--- src/hdl/decimal_fixed_point_alu_defines.svh ---
// ---------------------------------------------------------------------------
// Assertion macros for the decimal fixed-point ALU
// Concurrent checks on clk, disabled during rst; empty in synthesis.
// ---------------------------------------------------------------------------
`ifndef DECIMAL_FIXED_POINT_ALU_DEFINES_SVH
`define DECIMAL_FIXED_POINT_ALU_DEFINES_SVH
`ifndef SYNTHESIS
// check a property on every rising edge outside reset
`define DFPA_ASSERT(lbl, prop, msg) \
  lbl: assert property (@(posedge clk) disable iff (rst) prop) else $error(msg);
// check an implication whose consequent must hold in the next cycle
`define DFPA_ASSERT_NEXT(lbl, pre, post, msg) \
  lbl: assert property (@(posedge clk) disable iff (rst) (pre) |=> (post)) else $error(msg);
`else
`define DFPA_ASSERT(lbl, prop, msg)
`define DFPA_ASSERT_NEXT(lbl, pre, post, msg)
`endif
`endif

--- src/hdl/dfpa_pkg.sv ---
// ---------------------------------------------------------------------------
// dfpa_pkg
// Shared constants, codes and stage types of the decimal fixed-point ALU.
// ---------------------------------------------------------------------------
package dfpa_pkg;

  localparam int VAL_W  = 91;   // hi:lo operand width
  localparam int NQ_W   = 128;  // dividend / quotient width
  localparam int CELLS  = NQ_W; // one quotient bit per cell

  localparam logic [VAL_W-1:0] MAXV   = 91'd999999999999999999999999999;
  localparam logic [29:0]      ONE_E9 = 30'd1000000000;

  localparam logic [2:0] FN_ADD = 3'd0;
  localparam logic [2:0] FN_SUB = 3'd1;
  localparam logic [2:0] FN_MUL = 3'd2;
  localparam logic [2:0] FN_DIV = 3'd3;
  localparam logic [2:0] FN_MOD = 3'd4;

  localparam logic [1:0] ST_EXACT = 2'd0;
  localparam logic [1:0] ST_ROUND = 2'd1;
  localparam logic [1:0] ST_SAT   = 2'd2;

  typedef enum logic [1:0] {
    K_PASS,   // quotient is the result
    K_ROUND,  // quotient rounded half-up on the remainder
    K_REM     // remainder is the result
  } kind_t;

  typedef struct packed {
    logic             vld;
    kind_t            kind;
    logic             neg;
    logic             sat;
    logic [VAL_W-1:0] den;
    logic [VAL_W-1:0] rem;
    logic [NQ_W-1:0]  nq;
  } stage_t;

  typedef struct packed {
    logic             vld;
    logic             neg;
    logic [1:0]       status;
    logic [VAL_W-1:0] mag;
  } post_t;

endpackage

--- src/hdl/dfpa_cell.sv ---
// ---------------------------------------------------------------------------
// dfpa_cell
// One restoring-division step: shift in a dividend bit, trial subtract.
// ---------------------------------------------------------------------------
module dfpa_cell (
  input  logic             clk,
  input  logic             rst,
  input  logic             en,
  input  dfpa_pkg::stage_t d,
  output dfpa_pkg::stage_t q
);

  logic [dfpa_pkg::VAL_W:0]   shifted;
  logic [dfpa_pkg::VAL_W+1:0] diff;
  logic                       ge;
  dfpa_pkg::stage_t           q_next;

  always_comb begin
    shifted     = {d.rem, d.nq[dfpa_pkg::NQ_W-1]};
    diff        = {1'b0, shifted} - {2'b00, d.den};
    ge          = !diff[dfpa_pkg::VAL_W+1];
    q_next      = d;
    q_next.rem  = ge ? diff[dfpa_pkg::VAL_W-1:0] : shifted[dfpa_pkg::VAL_W-1:0];
    q_next.nq   = {d.nq[dfpa_pkg::NQ_W-2:0], ge};
  end

  always_ff @(posedge clk) begin
    if (rst) begin
      q.vld <= 1'b0;
    end else if (en) begin
      q.vld <= d.vld;
    end
    if (en) begin
      q[$bits(dfpa_pkg::stage_t)-2:0] <= q_next[$bits(dfpa_pkg::stage_t)-2:0];
    end
  end

endmodule

--- config.mk ---
export PLATFORM = sky130hd
export DESIGN_NAME = dfpa_cell
export DESIGN_NICKNAME = d
export VERILOG_FILES = /design/src/hdl/decimal_fixed_point_alu_defines.svh /design/src/hdl/dfpa_pkg.sv /design/src/hdl/dfpa_cell.sv
export SDC_FILE = /design/constraint.sdc
export NUM_CORES = 1
export LEC_CHECK = 0
export BUFFER_PORTS_ARGS = -buffer_cell sky130_fd_sc_hd__buf_2
export CORE_AREA = 2 2 247 249
export CTS_CLUSTER_DIAMETER = 60
export DETAILED_ROUTE_END_ITERATION = 7
export DIE_AREA = 0 0 249 251
export GPL_ROUTABILITY_DRIVEN = 0
export GPL_TIMING_DRIVEN = 1
export PLACE_DENSITY_LB_ADDON = 0.1
export SETUP_SLACK_MARGIN = 0.5
export SKIP_LAST_GASP = 1
export SLEW_MARGIN = 10
export SYNTH_ARGS = -nofsm -noshare
export SYNTH_HDL_FRONTEND = slang
export SYNTH_SLANG_ARGS = --single-unit
--- constraint.sdc ---
create_clock -name clk -period 7.4 [get_ports clk]
set_input_delay 0.37 -clock clk [delete_from_list [all_inputs] [get_ports clk]]
set_output_delay 0.37 -clock clk [all_outputs]
set_load 0.05 [all_outputs]
==> results of run 1 <==
==> kinds of logic after synthesis <==
group	Yosys count	share of synthesized area
compound gates	431	0.158
simple gates	382	0.106
flops	315	0.576
buf+inv	174	0.0433
fa+ha+maj	92	0.0706
xor+xnor	82	0.0438
mux	3	0.00191
==> final timing paths <==
check,from,endpoint,slack [ns],cells after the start
setup / recovery,d[219],q[218],2.22,15
hold / removal,d[262],q[262],0.03,1
setup reg to reg,q[314],q[314],6.82,2
hold reg to reg,q[314],q[314],0.49,2
==> per-layer routing <==
metal	vias to the layer above	GRT usage	wire [um]
met3	88	0.0496	4340
met5	-	0	53
met2	540	0.349	32000
met1	7139	0.248	27300
met4	8	0.0561	1590
li1	7106	-	-
==> synth_stat cells (all sizes together), types with 12 or more instances <==
cell type | count | area, um2
a31oi | 12 | 81.3
xnor2 | 50 | 438
xor2 | 32 | 280
ha | 91 | 1140
nand4 | 36 | 225
o21bai | 22 | 165
a21o | 36 | 270
a21oi | 133 | 666
o21ai | 154 | 782
edfxtp | 314 | 9430
nand3 | 21 | 105
nor2 | 63 | 236
inv | 119 | 447
nand2 | 192 | 731
clkbuf | 37 | 143
buf | 18 | 121
==> final cells by class <==
| type | instances | area (um2) | share of cell area |
|---|---|---|---|
| diodes | 3 | 7.51 | 0.000315 |
| clock buffers | 52 | 1110 | 0.0465 |
| clock inverters | 24 | 244 | 0.0102 |
| inverters | 119 | 447 | 0.0187 |
| multi-input cells | 990 | 6250 | 0.262 |
| flip-flops and latches | 315 | 9450 | 0.396 |
| well taps | 782 | 978 | 0.0410 |
| repair buffers | 851 | 5370 | 0.225 |
==> power by group through the flow <==
| stage | registers, mW | clock network [mW] | logic (mW) |
|---|---|---|---|
| floorplan | 2.92 | 0 | 0.506 |
| global placement | 2.27 | 0 | 1.68 |
| detailed placement | 2.27 | 0 | 1.68 |
| CTS | 2.24 | 2.07 | 1.78 |
| global route | 2.25 | 2.13 | 1.88 |
| finish | 2.23 | 2.00 | 1.77 |
==> worst max-delay path: cells and delay by family <==
kind | cells | cell delay [ns]
AO/OA/AOI/OAI | 5 | 2.01
AND/OR/NAND/NOR | 5 | 1.55
XOR/XNOR | 1 | 0.19
adder cells (fa/ha/maj) | 2 | 0.64
buffers and inverters | 2 | 0.67
==> qor.yml, run 1 <==
vias_per_cell: 4.75
numCtsBuffers: 42
yosysWarnings: 0
synth_edf_count: 314
period_share: 0.700
area_growth_pct: 45.3
grt_pass1_vias: 15000
timing.final.crit_period_ns: 5.18
p_sw_mw: 2.14
cellLeakagePower_nw: 10.2
p_int_mw: 3.87
vias: 14900
setup_slack_ns: 2.22
yosys.cell_types.count: 69
rsz0062_at_grt: "false"
p_clk_frac: 0.334
hold_class: "input pin to flop"
die_width_um: 249
seqPwrFrac: 0.372
grt_pass1_wl_um: 95200
top_register: "q"
ys_seq_elements: 315
grt_overflow: 0
final_cell_mix: "buf_2, edfxtp_1, dlygate4sd3_1"
dr.pass1.iters: 5
path_class: "input pin to flop"
worst_setup_path_start_kind: "input pin"
drc: 0
final_cells: 3136
largest_reg_flops: 315
cts.sinks: 315
crit_chain: "dlygate4sd3_1 > buf_2 > ha_1 > fa_1 > nor2b_1 > o2111ai_1 > a2111oi_1 > nor4b_1 > nor3_1 > nor3_1 > nor4_1 > o21ai_0 > a32oi_1 > xnor2_1 > o21ai_0"
powerDensity_nw_per_um2: 252
wl_per_cell_um: 20.8
slew_headroom: 0.306
final_cell_area_um2: 23900
cp.required_ns: 7.68
root_buffer: "clkbuf_16"
layout_commonest_cell: "buf_2"
cts_resized: 0
slew_violations: 0
die_area_um2: 62500
boundaryPins: 633
total_power_mw: 6.01
synthCells: 1479
cp.arrival_ns: 5.45
fin_nets: 2729
synthesis.nets: 1889
reg.largest.list: "q: 315 flops"
holdBufCountCts: 214
cp_max_fo: 4
antenna_found_initial: 7
status: "finished clean"
post_cts_buffers: 0
async_reset_ff_frac: 0
place_hpwl_um: 51600
cp-end-kind: "flop"
clk_pin_slew_ns: 0.05
cts_tree: "built"
combPwrFrac: 0.294
syn_area_per_cell_um2: 11.1
cpMaxStageDelayCell: "a2111oi_1"
cpPeakStageDelay_ns: 0.80
setup_violations: 0
worst_pin_slew_ns: 1.04
dieHeight_um: 251
drtAntennaViolNets: 0
cts.path.max_buffers: 3
ir_drop_uv: 184
hold_ws_ns: 0.0334
tns_ns: 0
hold_violations: 0
synth_area_um2: 16400
drive_gt1_frac: 0.308
clk_latency_ns: 0.56
dpl_cell_area_um2: 20300
grt_usage: 0.201
grt_max_degree: 157
fmax_mhz: 193
drt_wl_total_um: 65200
pre_cts_slack_ns: 2.17
ys_seq_area_frac: 0.576
dp.cells: 2843
ctsHtreeMaxLevel: 2
final_core_util: 0.399
nFillCells: 6001
drv_cap: 0
swShare: 0.356
synth_top_flop_cell: "edfxtp_1"
drt_iter0_drc: 987
row_count: 90
port_buffers: 632
fin_worst_skew_ns: 0
coreArea_um2: 59800
initial_utilization: 0.274
No activity file was read; power rests on OpenSTA's default activity.
==> run 2: changes to the inputs <==
CORE_AREA = 2 2 245 247   (was 2 2 247 249)
DIE_AREA = 0 0 247 249   (was 0 0 249 251)
clock period = 4.3 ns   (was 7.4 ns; I/O delays follow)
==> run 2 against run 1 <==
  * Clock skew unchanged
  * Cell area increased by 6.0%
  * Power increased by 80%
  * Die area decreased by 1.6%
  * Largest power group unchanged
  * Non-clock buffer count increased by 130
  * Core utilization increased by 3.2 points
  * Largest cell class unchanged
  * Worst hold slack improved by 0.0060 ns
  * Sequential power increased by 73%
  * Count of clock-buffer cells in the layout increased by 1
  * Highest routed layer is now met4
  * Register-to-register slack got worse by 3.6 ns
==> qor.yml, run 2 (same netlist as run 1, synthesis figures left out) <==
status: "finished clean"
antenna_found_initial: 5
drc: 0
cts.sinks: 315
dpl_cell_area_um2: 20600
drive_gt1_frac: 0.309
timing.final.crit_period_ns: 3.68
final_cell_area_um2: 25300
root_buffer: "clkbuf_16"
layout_commonest_cell: "buf_2"
rr_endpoint: "q[314]"
cellLeakagePower_nw: 10.9
r2r_start: "q[314]"
cts_tree: "built"
cp.required_ns: 4.71
wl_per_cell_um: 20.6
initial_utilization: 0.280
worst-path-buf-inv: 5
numCtsBuffers: 44
grt_max_degree: 112
place_hpwl_um: 52900
period_share: 0.857
top_register: "q"
ctsHtreeMaxLevel: 2
fin_nets: 2861
area_growth_pct: 54.1
path_class: "input pin to flop"
ff2ff_setup_slack_ns: 3.18
cts.path.max_buffers: 3
pre_cts_slack_ns: 0.0286
largest_reg_flops: 315
cpPeakStageDelay_ns: 0.52
die_width_um: 247
vias_per_cell: 4.71
cpMaxStageDelayCell: "dlygate4sd3_1"
hp-start: "d[130]"
hold_class: "input pin to flop"
drt_wl_total_um: 67100
dieHeight_um: 249
grt_pass1_vias: 15800
hold_path_depth: 3
coreArea_um2: 58700
port_buffers: 632
slew_headroom: 0.320
cp.arrival_ns: 4.10
boundaryPins: 633
die_area_um2: 61500
drtAntennaViolNets: 0
slew_violations: 0
setup_slack_ns: 0.617
crit_chain: "dlygate4sd3_1 > buf_2 > inv_1 > ha_1 > nand2_1 > or3_1 > nor2b_2 > nand3_1 > o221ai_1 > buf_4 > o21ai_1 > buf_4 > or4_1 > a311oi_2 > o21ai_1 > and3_1 > o31ai_2"
setup_violations: 0
drt_iter0_drc: 917
row_count: 89
dr.pass1.iters: 5
clk_latency_ns: 0.57
cp_max_fo: 5
ir_drop_uv: 325
seq_area_um2: 9450
tns_ns: 0
fmax_mhz: 271
grt_pass1_wl_um: 98300
path_delay_family: "simple AND/OR/NAND/NOR gates"
nFillCells: 5730
hold_violations: 0
worst_pin_slew_ns: 1.02
cp-end-kind: "flop"
clk_pin_slew_ns: 0.06
powerDensity_nw_per_um2: 427
drv_cap: 0
vias: 15400
grt_overflow: 0
reg2reg_depth: 3
fin_worst_skew_ns: 0
min_to: "q[131]"
final_cell_mix: "buf_2, edfxtp_1, dlygate4sd3_1"
grt_usage: 0.211
rsz0062_at_grt: "true"
worst_setup_path_start_kind: "input pin"
multi_input_area_um2: 6280
reg.largest.list: "q: 315 flops"
## run 2: area by class of cell
type | instances | share of cell area
multi-input cells | 990 | 0.248
flip-flops and latches | 315 | 0.374
well taps | 773 | 0.0382
clock inverters | 27 | 0.0138
inverters | 119 | 0.0177
repair buffers | 981 | 0.262
clock buffers | 53 | 0.0453
diodes | 7 | 0.000693
## run 2: repair_timing
item	CTS	global route
resized for setup	0	7
endpoints found under the hold margin	311	0
setup buffers	0	0
setup endpoints to repair	0	65
hold buffers	312	0
## run 2: metrics by stage
step           hold slack (ns)  instances  utilization  power (mW)
3_5_place_dp             0.384       2866        0.351        6.84
2_1_floorplan            0.287       1479            -        5.89
6_report                0.0395       3265        0.431        10.8
5_1_grt                 0.0311       3263        0.431        11.3
3_3_place_gp             0.376       2866        0.351        6.84
4_1_cts                 0.0182       3258        0.430        10.9
## run 2: how the worst max path moves through the flow
stage | startpoint | cells past startpoint | to | slack [ns]
after global routing | d[250] | 17 | q[211] | 0.38
final | d[250] | 17 | q[211] | 0.62
after CTS | d[158] | 16 | q[211] | 0.52
after floorplan | d[127] | 14 | q[180] | 0.93
after detailed placement | d[219] | 14 | q[186] | 0.03
after global placement | d[127] | 17 | q[206] | 0.09
## run 2: worst reg2reg max path, stage by stage (launching register included)
cell and delay (ns):
dfxtp_1 0.30, mux2i_1 0.11, nor2_1 0.05, dlygate4sd3_1 0.54
## run 2: power by group
part / total (mW) / switching, mW / internal, mW
clock network: 3.78 / 1.49 / 2.29
registers: 3.85 / 0.0841 / 3.77
logic: 3.16 / 2.21 / 0.948
## run 2: metal layers
| metal | global-route usage | vias to the layer above | routed length [um] |
|---|---|---|---|
| met1 | 0.259 | 7366 | 27800 |
| met5 | 0 | - | 0 |
| met3 | 0.0509 | 93 | 4750 |
| met2 | 0.358 | 523 | 32300 |
| li1 | - | 7385 | - |
| met4 | 0.0744 | 0 | 2300 |
